`src/hw/rtl/bos_pkg.sv`:
```
// shared widths, reset values, register indexes and state codes of the box overlap check
package bos_pkg;

  // field widths
  localparam int unsigned BoxW   = 16;
  localparam int unsigned ThrW   = 16;
  localparam int unsigned RunW   = 8;
  localparam int unsigned AreaW  = 2 * BoxW;
  localparam int unsigned SumW   = AreaW + 1;
  localparam int unsigned ProdW  = ThrW + SumW;
  localparam int unsigned EdgeW  = BoxW + 1;
  localparam int unsigned CfgW   = ThrW;

  // 2 * 1.0 in q1.15 is a plain left shift
  localparam int unsigned ScaleShift = 16;

  // shift-add multiplier steps, one multiplier bit per cycle
  localparam int unsigned MulSteps = 16;
  localparam int unsigned CntW     = $clog2(MulSteps);
  localparam logic [CntW-1:0] LastCnt = CntW'(MulSteps - 1);

  // register reset values
  localparam logic [ThrW-1:0] ThrReset = 16'd26214;
  localparam logic [RunW-1:0] MinReset = 8'd5;
  localparam logic [RunW-1:0] RunMax   = 8'd255;

  // configuration register indexes
  localparam logic CfgMinOverlap = 1'b0;
  localparam logic CfgMinStable  = 1'b1;

  // sequencer states
  typedef enum logic [4:0] {
    StIdle = 5'b00001,
    StPrep = 5'b00010,
    StMul  = 5'b00100,
    StRat  = 5'b01000,
    StOut  = 5'b10000
  } state_e;

endpackage

```
`src/hw/rtl/bos_mul16.sv`:
```
// 16 x 16 unsigned shift-add multiplier, one multiplier bit per cycle
module bos_mul16 (
  input  logic                       clk_i,
  input  logic                       rst_ni,
  input  logic                       start_i,
  input  logic [bos_pkg::BoxW-1:0]   a_i,
  input  logic [bos_pkg::BoxW-1:0]   b_i,
  output logic                       done_o,
  output logic [bos_pkg::AreaW-1:0]  prod_o
);

  logic                         busy_q;
  logic                         done_q;
  logic [bos_pkg::CntW-1:0]     cnt_q;
  logic [bos_pkg::BoxW-1:0]     a_q;
  logic [bos_pkg::AreaW-1:0]    p_q, p_d;
  logic [bos_pkg::BoxW:0]       sum;

  // add the multiplicand into the upper half when the low bit is set, then shift right
  always_comb begin
    sum = {1'b0, p_q[bos_pkg::AreaW-1:bos_pkg::BoxW]}
        + (p_q[0] ? {1'b0, a_q} : '0);
    p_d = {sum, p_q[bos_pkg::BoxW-1:1]};
  end

  // step control
  always_ff @(posedge clk_i or negedge rst_ni) begin
    if (!rst_ni) begin
      busy_q <= 1'b0;
      done_q <= 1'b0;
      cnt_q  <= '0;
    end else begin
      done_q <= busy_q && (cnt_q == bos_pkg::LastCnt);
      if (start_i) begin
        busy_q <= 1'b1;
        cnt_q  <= '0;
      end else if (busy_q) begin
        cnt_q <= cnt_q + 1'b1;
        if (cnt_q == bos_pkg::LastCnt) begin
          busy_q <= 1'b0;
        end
      end
    end
  end

  // operand and partial product
  always_ff @(posedge clk_i) begin
    if (start_i) begin
      a_q <= a_i;
      p_q <= {{bos_pkg::BoxW{1'b0}}, b_i};
    end else if (busy_q) begin
      p_q <= p_d;
    end
  end

  assign done_o = done_q;
  assign prod_o = p_q;

endmodule

```
`src/hw/rtl/bos_ratio_chk.sv`:
```
// serial threshold scaling of the area sum and the overlap ratio compare
module bos_ratio_chk (
  input  logic                       clk_i,
  input  logic                       rst_ni,
  input  logic                       start_i,
  input  logic [bos_pkg::ThrW-1:0]   thr_i,
  input  logic [bos_pkg::AreaW-1:0]  area_a_i,
  input  logic [bos_pkg::AreaW-1:0]  area_b_i,
  input  logic [bos_pkg::AreaW-1:0]  inter_i,
  output logic                       done_o,
  output logic                       pass_o
);

  logic                         busy_q;
  logic                         done_q;
  logic [bos_pkg::CntW-1:0]     cnt_q;
  logic [bos_pkg::SumW-1:0]     sum_q;
  logic [bos_pkg::ProdW-1:0]    p_q, p_d;
  logic [bos_pkg::SumW:0]       acc;
  logic [bos_pkg::ProdW-1:0]    lhs;

  // one threshold bit per cycle into the product
  always_comb begin
    acc = {1'b0, p_q[bos_pkg::ProdW-1:bos_pkg::ThrW]}
        + (p_q[0] ? {1'b0, sum_q} : '0);
    p_d = {acc, p_q[bos_pkg::ThrW-1:1]};
  end

  // 2 * inter * 32768, widened to the product width
  assign lhs = {1'b0, inter_i, {bos_pkg::ScaleShift{1'b0}}};

  // step control
  always_ff @(posedge clk_i or negedge rst_ni) begin
    if (!rst_ni) begin
      busy_q <= 1'b0;
      done_q <= 1'b0;
      cnt_q  <= '0;
    end else begin
      done_q <= busy_q && (cnt_q == bos_pkg::LastCnt);
      if (start_i) begin
        busy_q <= 1'b1;
        cnt_q  <= '0;
      end else if (busy_q) begin
        cnt_q <= cnt_q + 1'b1;
        if (cnt_q == bos_pkg::LastCnt) begin
          busy_q <= 1'b0;
        end
      end
    end
  end

  // area sum and partial product
  always_ff @(posedge clk_i) begin
    if (start_i) begin
      sum_q <= {1'b0, area_a_i} + {1'b0, area_b_i};
      p_q   <= {{bos_pkg::SumW{1'b0}}, thr_i};
    end else if (busy_q) begin
      p_q <= p_d;
    end
  end

  // a zero area sum always fails
  assign done_o = done_q;
  assign pass_o = (sum_q != '0) && (lhs >= p_q);

endmodule

```
`src/hw/rtl/box_overlap_stability_check.sv`:
```
// Box overlap stability check: one box per beat on the slave stream, one result beat
// (stable flag and run count) per box on the master stream. For an overlapping pair,
// the prepare state first forms the overlap extents. Three 16-step shift-add
// multipliers then run in parallel for the intersection and both areas. A second
// 16-step shift-add pass scales the area sum by the threshold. The run counter is then
// updated as the result is loaded. Disjoint boxes skip the multiplies and the scaling
// pass and go from the prepare state straight to the result. The next box is taken the
// cycle after a result is loaded; a box is not taken while the one before it is still
// being worked on. A finished result waits in the output register, so the next box is
// taken while it is still unread. Configuration writes take effect from the next box
// and are to be made while no box is in flight.
module box_overlap_stability_check (
  input  logic                      clk_i,
  input  logic                      rst_ni,
  // slave stream
  input  logic                      s_axis_tvalid,
  output logic                      s_axis_tready,
  input  logic [63:0]               s_axis_tdata,   // box_x, box_y, box_w, box_h
  // master stream
  output logic                      m_axis_tvalid,
  input  logic                      m_axis_tready,
  output logic [15:0]               m_axis_tdata,   // stable, run_count, zero pad
  // configuration write port
  input  logic                      cfg_we_i,
  input  logic                      cfg_idx_i,
  input  logic [bos_pkg::CfgW-1:0]  cfg_data_i
);

  bos_pkg::state_e state_q, state_d;

  logic [bos_pkg::ThrW-1:0]  thr_q;
  logic [bos_pkg::RunW-1:0]  min_q;
  logic [bos_pkg::RunW-1:0]  run_q, run_next;
  logic                      pass_q;
  logic                      out_valid_q;
  logic                      out_stable_q;
  logic [bos_pkg::RunW-1:0]  out_run_q;

  logic [bos_pkg::BoxW-1:0]  prev_x_q, prev_y_q, prev_w_q, prev_h_q;
  logic [bos_pkg::BoxW-1:0]  new_x_q, new_y_q, new_w_q, new_h_q;

  logic [bos_pkg::EdgeW-1:0] pe_x, pe_y, ne_x, ne_y, lo_x, lo_y, hi_x, hi_y;
  logic [bos_pkg::EdgeW-1:0] dx, dy;
  logic                      disjoint;

  logic                      in_fire, out_load, mul_start, rat_start;
  logic                      inter_done, ap_done, an_done, rat_done, rat_pass;
  logic [bos_pkg::AreaW-1:0] inter, area_p, area_n;

  assign in_fire = s_axis_tvalid && s_axis_tready;
  assign s_axis_tready = (state_q == bos_pkg::StIdle);

  // configuration registers
  always_ff @(posedge clk_i or negedge rst_ni) begin
    if (!rst_ni) begin
      thr_q <= bos_pkg::ThrReset;
      min_q <= bos_pkg::MinReset;
    end else if (cfg_we_i) begin
      case (cfg_idx_i)
        bos_pkg::CfgMinOverlap: thr_q <= cfg_data_i;
        bos_pkg::CfgMinStable:  min_q <= cfg_data_i[bos_pkg::RunW-1:0];
        default: ;
      endcase
    end
  end

  // incoming box
  always_ff @(posedge clk_i) begin
    if (in_fire) begin
      new_x_q <= s_axis_tdata[15:0];
      new_y_q <= s_axis_tdata[31:16];
      new_w_q <= s_axis_tdata[47:32];
      new_h_q <= s_axis_tdata[63:48];
    end
  end

  // far edges, disjoint test and overlap extents
  always_comb begin
    pe_x = {1'b0, prev_x_q} + {1'b0, prev_w_q};
    pe_y = {1'b0, prev_y_q} + {1'b0, prev_h_q};
    ne_x = {1'b0, new_x_q} + {1'b0, new_w_q};
    ne_y = {1'b0, new_y_q} + {1'b0, new_h_q};
    disjoint = ({1'b0, prev_x_q} > ne_x) || ({1'b0, prev_y_q} > ne_y)
            || (pe_x < {1'b0, new_x_q}) || (pe_y < {1'b0, new_y_q});
    hi_x = (pe_x < ne_x) ? pe_x : ne_x;
    hi_y = (pe_y < ne_y) ? pe_y : ne_y;
    lo_x = (prev_x_q > new_x_q) ? {1'b0, prev_x_q} : {1'b0, new_x_q};
    lo_y = (prev_y_q > new_y_q) ? {1'b0, prev_y_q} : {1'b0, new_y_q};
    dx = hi_x - lo_x;
    dy = hi_y - lo_y;
  end

  assign mul_start = (state_q == bos_pkg::StPrep) && !disjoint;
  assign rat_start = (state_q == bos_pkg::StMul) && inter_done;

  // intersection and both areas
  bos_mul16 u_mul_inter (
    .clk_i   (clk_i),
    .rst_ni  (rst_ni),
    .start_i (mul_start),
    .a_i     (dx[bos_pkg::BoxW-1:0]),
    .b_i     (dy[bos_pkg::BoxW-1:0]),
    .done_o  (inter_done),
    .prod_o  (inter)
  );

  bos_mul16 u_mul_prev (
    .clk_i   (clk_i),
    .rst_ni  (rst_ni),
    .start_i (mul_start),
    .a_i     (prev_w_q),
    .b_i     (prev_h_q),
    .done_o  (ap_done),
    .prod_o  (area_p)
  );

  bos_mul16 u_mul_new (
    .clk_i   (clk_i),
    .rst_ni  (rst_ni),
    .start_i (mul_start),
    .a_i     (new_w_q),
    .b_i     (new_h_q),
    .done_o  (an_done),
    .prod_o  (area_n)
  );

  // threshold scaling and ratio compare
  bos_ratio_chk u_ratio (
    .clk_i    (clk_i),
    .rst_ni   (rst_ni),
    .start_i  (rat_start),
    .thr_i    (thr_q),
    .area_a_i (area_p),
    .area_b_i (area_n),
    .inter_i  (inter),
    .done_o   (rat_done),
    .pass_o   (rat_pass)
  );

  // sequencer
  always_comb begin
    state_d = state_q;
    case (state_q)
      bos_pkg::StIdle: if (in_fire) state_d = bos_pkg::StPrep;
      bos_pkg::StPrep: state_d = disjoint ? bos_pkg::StOut : bos_pkg::StMul;
      bos_pkg::StMul:  if (inter_done && ap_done && an_done) state_d = bos_pkg::StRat;
      bos_pkg::StRat:  if (rat_done) state_d = bos_pkg::StOut;
      bos_pkg::StOut:  if (out_load) state_d = bos_pkg::StIdle;
      default:         state_d = bos_pkg::StIdle;
    endcase
  end

  assign out_load = (state_q == bos_pkg::StOut) && (!out_valid_q || m_axis_tready);

  // saturating run counter update
  always_comb begin
    if (!pass_q) begin
      run_next = '0;
    end else if (run_q == bos_pkg::RunMax) begin
      run_next = run_q;
    end else begin
      run_next = run_q + 1'b1;
    end
  end

  // control state, kept box and run counter
  always_ff @(posedge clk_i or negedge rst_ni) begin
    if (!rst_ni) begin
      state_q     <= bos_pkg::StIdle;
      pass_q      <= 1'b0;
      run_q       <= '0;
      out_valid_q <= 1'b0;
      prev_x_q    <= '0;
      prev_y_q    <= '0;
      prev_w_q    <= '0;
      prev_h_q    <= '0;
    end else begin
      state_q <= state_d;
      if ((state_q == bos_pkg::StPrep) && disjoint) begin
        pass_q <= 1'b0;
      end else if ((state_q == bos_pkg::StRat) && rat_done) begin
        pass_q <= rat_pass;
      end
      if (out_load) begin
        out_valid_q <= 1'b1;
        run_q       <= run_next;
        prev_x_q    <= new_x_q;
        prev_y_q    <= new_y_q;
        prev_w_q    <= new_w_q;
        prev_h_q    <= new_h_q;
      end else if (m_axis_tready) begin
        out_valid_q <= 1'b0;
      end
    end
  end

  // result register
  always_ff @(posedge clk_i) begin
    if (out_load) begin
      out_run_q    <= run_next;
      out_stable_q <= (run_next >= min_q);
    end
  end

  assign m_axis_tvalid = out_valid_q;
  assign m_axis_tdata  = {7'b0, out_run_q, out_stable_q};

endmodule

```
`config.mk`:
```
export PLATFORM = sky130hd
export DESIGN_NAME = box_overlap_stability_check
export DESIGN_NICKNAME = d
export VERILOG_FILES = /design/src/hw/rtl/bos_pkg.sv /design/src/hw/rtl/bos_mul16.sv /design/src/hw/rtl/bos_ratio_chk.sv /design/src/hw/rtl/box_overlap_stability_check.sv
export SDC_FILE = /design/constraint.sdc
export NUM_CORES = 1
export LEC_CHECK = 0
export ABC_AREA = 1
export ABC_CLOCK_PERIOD_IN_PS = 7900
export BUFFER_PORTS_ARGS = -buffer_cell sky130_fd_sc_hd__buf_2
export CORE_ASPECT_RATIO = 1.1
export CORE_MARGIN = 2
export CORE_UTILIZATION = 55
export CTS_BUF_LIST = sky130_fd_sc_hd__clkbuf_4
export CTS_CLUSTER_DIAMETER = 80
export CTS_CLUSTER_SIZE = 30
export DETAILED_ROUTE_END_ITERATION = 6
export PLACE_DENSITY_LB_ADDON = 0.2
export SKIP_CTS_REPAIR_TIMING = 1
export SYNTH_ARGS = -nofsm -noshare
export SYNTH_HDL_FRONTEND = slang
export SYNTH_SLANG_ARGS = --single-unit
```
`constraint.sdc`:
```
create_clock -name clk_i -period 7.9 [get_ports clk_i]
set_input_delay 1.58 -clock clk_i [delete_from_list [all_inputs] [get_ports clk_i]]
set_output_delay 1.58 -clock clk_i [all_outputs]
set_load 0.01 [all_outputs]
```
Word-level counts from Yosys, hierarchy flattened:

Cells that the tools add are included.

* register bits after elaboration: 426
* bits in latches: 0
* RAM bits: 0
* bits in read-only memories: 0
* memories: 0

* add/subtract/negate cells: 16
* multipliers: 0
* div/mod/pow operators: 0
* $lt $le $gt $ge: 10
* eq/ne operators: 14
* shift-type cells: 0
* mux-type cells: 48
* bitwise operators: 1
* reductions and logical operators: 29

Operators with widths (number)
* $mux 16: 15
* $add 16x16->17: 7
* $ge 48x49->1: 1
* $add 33x33->34: 1
* $gt 16x17->1: 2
* $lt 17x16->1: 2
* $lt 17x17->1: 2
* $add 32x32->33: 1
* $mux 33: 1
* $reduce_bool 33->1: 1
* $gt 16x16->1: 2
* $mux 4: 8
* $sub 16x16->16: 2
* $mux 5: 5
* $pmux 5 s5: 1
* $add 4x1->4 const B: 4
* $eq 4x4->1 const B: 4
* $mux 1: 16
* $mux 8: 2
* $logic_and 1x1->1: 13
* $reduce_bool 2->1: 6
* $add 8x1->8 const B: 1
* $eq 8x8->1 const B: 1
* $ge 8x8->1: 1
* other kinds (12): 19

Depth between registers and ports, before layout:

* word-level depth: 8
* mapped depth: 40

Hierarchy:

Synthesis repeated with hierarchy kept, for this count alone.

* cell total of the unflattened synthesis: 4440
* area total of the unflattened synthesis: 32755.2 sq um

Modules (own cells, without submodules)
* box_overlap_stability_check: times used 1, cells each 1879, area each 14863.0 sq um, seq. area each 4783.3 sq um
* bos_ratio_chk: times used 1, cells each 1380, area each 8769.7 sq um, seq. area each 2282.2 sq um
* bos_mul16 at u_mul_new ...: times used 2, cells each 399, area each 3072.9 sq um, seq. area each 1431.4 sq um
* bos_mul16 at u_mul_inter: times used 1, cells each 383, area each 2976.6 sq um, seq. area each 1431.4 sq um

Worst setup path before layout:

No wires, ideal clock.

* path type: reg-to-reg
* start point: register new_x_q[0] (netlist name)
* end point: register u_mul_inter.a_q[11] (netlist name) (data pin)
* setup time: 260 ps
* arrival time: 5258 ps
* data required time: 7640 ps
* setup slack: 2381 ps
* cell stages (with the launch flop): 31
* buffers on the path: 1
* period minus slack after synthesis: 5519 ps
* cell sequence: edfxtp_1 ha_1 fa_1 nand3_1 nand3_1 nand2_1 nand2_2 a31o_2 a21boi_0 o21bai_1 xor2_1 inv_1 ha_1 nand3_1 nor2_1 o2111ai_1 nand3_1 clkinv_1 clkbuf_1 o21ai_0 ha_1 nand2_1 nor2_1 a211oi_1 o21ai_0 a21boi_0 o21ai_0 a21oi_1 nor2_1 nor2_1 xor2_1

* cells in the longest elaborated chain, start to end: 4

RTL lines
* from (decl): RTL line box_overlap_stability_check.sv:40 `logic [bos_pkg::BoxW-1:0] new_x_q, new_y_q, new_w_q, new_h_q;`
* from (signal assigned): RTL line box_overlap_stability_check.sv:70 `new_x_q <= s_axis_tdata[15:0];`
* $add 16x16->17: RTL line box_overlap_stability_check.sv:81 `ne_x = {1'b0, new_x_q} + {1'b0, new_w_q};`
* $lt 17x17->1: RTL line box_overlap_stability_check.sv:85 `hi_x = (pe_x < ne_x) ? pe_x : ne_x;`
* $mux 16: RTL line box_overlap_stability_check.sv:85
* $sub 16x16->16 *: RTL line box_overlap_stability_check.sv:89 `dx = hi_x - lo_x;`
* named net dx (one bit): RTL line box_overlap_stability_check.sv:43 `logic [bos_pkg::EdgeW-1:0] dx, dy;`
* to (signal assigned): RTL line bos_mul16.sv:49 `a_q <= a_i;`
* to (decl): RTL line bos_mul16.sv:15 `logic [bos_pkg::BoxW-1:0] a_q;`

The timed path passes the listed nets; every way through them passes the cells marked *.
A chain may end at the register's enable or synchronous reset.

Worst setup path after layout:

Same ends and word-level chain as after synthesis.

==> impl_results.md <==
* Outcome: completed
* Final Max Slew Viols at 0
* Top FF cell, synth: edfxtp_1
* Initial core utilization at around 55%
* # Max-Cap Violations at 0
* Yosys warnings at 0
* Setup_tns at 0 ns
* Die Span Y at between 200 and 300 um
* Clock Latency Late Sink at 0.95 ns
* Most common cell after layout, fill and taps aside: nand2_1
* Sequential area share after synthesis at 36.8%
* Cells after Synth at approximately 3900
* H-tree levels at 1
* CTS Buffer Depth at 3
* Max FO, Critical Path at 18
* HP Class: reg -> reg
* Reg2reg end: u_mul_inter.a_q[11]$_DFFE_PP_
* Clock transition at the registers of the reported paths at 0.27 ns
* Final Cycle Share at between 80 and 90%
* Fin. Hold Viols at 0
* Max Freq at roughly 0.15 GHz
* Routed Antenna Nets at 0
* Overall overflow remaining after global route at 0
* Die X at between 200 and 250 um
* Post-synthesis cell area at slightly above 30000 um^2
* Core ar. at 55800 um^2
* Crit path kind: reg -> reg
* Hold depth at 2
* Reg2Reg Depth at 30
* Crit path DAT at approximately 7.3 ns
* Count of cell types in the netlist at 61
* Nets@finish at approximately 4400
* Worst-margin pin slew at 1.10 ns
* Via density at between 5 and 6
* Setup violators final at 0
* Slew Limit Headroom at between 20% and 30%
* Clock sinks at roughly 430
* CP max-delay cell: edfxtp_1
* Commonest non-fill, non-tap cells in the layout: nand2_1, inv_1, ha_1
* First-pass GRT wire length at between 100 and 150 mm
* Hold Path End: thr_q[6]$_DFFE_PN1P_
* Via count at about 25000
* Number of global-route vias before repair at between 20000 and 25000
* Clock Skews at roughly 0.09 ns
* Area of the die at approximately 58000 um^2
* Post-synth EDFFs at ~220
* Crit path time final at between 6 and 7 ns
* Critical Path Source Type: flip-flop
* DRT Wirelength at between 70 and 80 mm
* GP Congestion at 0.962
* Ys async rst share at between 20 and 30%
* Synth-to-Final Area Change at 5.42%
* CTS tree: built
* #FFs+latches synth at about 430
* Critical Path End Type: flip-flop
* DRC errors left at 0
* IO Port Bufs at 96
* Router iterations before antenna repair at 5
* R2R setup slack at approximately 1.3 ns
* Slowest stage delay, CP at roughly 0.50 ns
* WL/cell at roughly 16 um
* Hold Path Origin: thr_q[6]$_DFFE_PN1P_
* RSZ-0062 raised after global routing: false
* TritonCTS buffer count at 27
* Synth Area per Inst at between 7 and 8 um^2
* Largest net degree at the start of global routing at about 110
* Critical Path RT at approximately 8.7 ns
* GRT Util Overall at 25.8%
* FF-to-FF Start: new_x_q[0]$_DFFE_PP_
* Clock root cell: clkbuf_4
* DP Wirelength at a little under 60 mm
* Initial antenna violation count at 3
* 1st-iter DRT viols at between 1500 and 2000
* Row count at just over 90
* I/O pin count at ~100
* Share of cells above drive strength 1 at 7.36%
-- area by class of cell --
cell class                      instances  area [um^2]
Inverter                              576         2160
Clock inverter                         21          353
Tap cell                              744          931
Timing Repair Buffer                  113          614
Multi-Input combinational cell       2777        16900
Sequential cell                       426        11400
Antenna cell                            4         10.0
Clock buffer                           29          218
Fill cell                            5189        23300
-- flip-flops by register name (all words and copies together) (netlist names), 5 cells and up --
name,cells
new_x_q,16
u_mul_prev.prod_o,32
u_mul_new.prod_o,32
out_run_q,8
u_ratio.sum_q,33
u_mul_inter.a_q,16
prev_h_q,16
run_q,8
new_w_q,16
thr_q,16
prev_x_q,16
u_mul_inter.prod_o,32
state_q,5
prev_w_q,16
u_mul_prev.a_q,16
min_q,8
prev_y_q,16
u_mul_new.a_q,16
new_h_q,16
new_y_q,16
u_ratio.p_q,49
-- stage by stage --
stage                     utilization [%]  hold slack (ns)  worst slack, ns  std cells  instance area, um^2
after floorplan                         -            0.447             2.38       3866                30900
after global placement               57.2            0.458             1.45       4636                31900
after detailed placement             57.2            0.475             1.28       4636                31900
after CTS                            58.3            0.515             1.33       4686                32500
after global routing                 58.3            0.522            0.722       4687                32500
final                                58.3            0.511             1.35       4690                32500
-- worst max-delay path: cells and delay by family (launching register included) --
| kind | cells | cell delay, ns |
|---|---|---|
| flops | 1 | 0.50 |
| xor+xnor | 2 | 0.27 |
| fa+ha+maj | 4 | 1.28 |
| compound gates | 10 | 2.59 |
| buf+inv | 3 | 0.72 |
| simple gates | 11 | 1.06 |
-- cell families (layout without fill, tap and decap cells) --
kind of cell    count (synthesis)  after routing  synth area share (%)
compound gates                775            775                  14.4
xor+xnor                      153            153                  4.34
fa+ha+maj                     385            385                  15.9
buf+inv                       663            739                  8.61
flops                         426            426                  36.8
mux                             8              8                 0.292
other cells                     1             11                0.0122
simple gates                 1449           1449                  19.6
-- cells in the mapped netlist, drive strengths merged, types with 59 or more instances --
cell	count	area, um^2
nand2	996	3840
inv	573	2150
ha	374	4680
o21ai	317	1700
a21oi	290	1460
edfxtp	218	6550
nor2	168	646
nand3	144	738
dfrtp	116	2900
xor2	98	858
dfxtp	81	1620
clkbuf	59	221
-- worst max path at each step --
stage	start	cells after the start	slack (ns)	endpoint
after floorplan	new_x_q[0]$_DFFE_PP_	30	2.38	u_mul_inter.a_q[11]$_DFFE_PP_
after global placement	new_x_q[0]$_DFFE_PP_	30	1.45	u_mul_inter.a_q[15]$_DFFE_PP_
after detailed placement	new_x_q[0]$_DFFE_PP_	30	1.28	u_mul_inter.a_q[11]$_DFFE_PP_
after CTS	new_x_q[0]$_DFFE_PP_	30	1.33	u_mul_inter.a_q[11]$_DFFE_PP_
after global routing	new_x_q[0]$_DFFE_PP_	30	0.72	u_mul_inter.a_q[11]$_DFFE_PP_
final	new_x_q[0]$_DFFE_PP_	30	1.35	u_mul_inter.a_q[11]$_DFFE_PP_
-- routing by layer --
layer | global-route usage, % | wire, um | vias up | part of all wire, %
met1 | 36.0 | 35200 | 11600 | 47
met3 | 2.23 | 3290 | 134 | 4.4
met4 | 8.50 | 2490 | 4 | 3.3
li1 | - | - | 13100 | -
met2 | 42.3 | 33600 | 504 | 45
met5 | 0 | 27 | - | 0.036
Power is left out: the tool's default activity adds up to more than one toggle a clock period on the data nets, which glitch-free logic cannot reach.
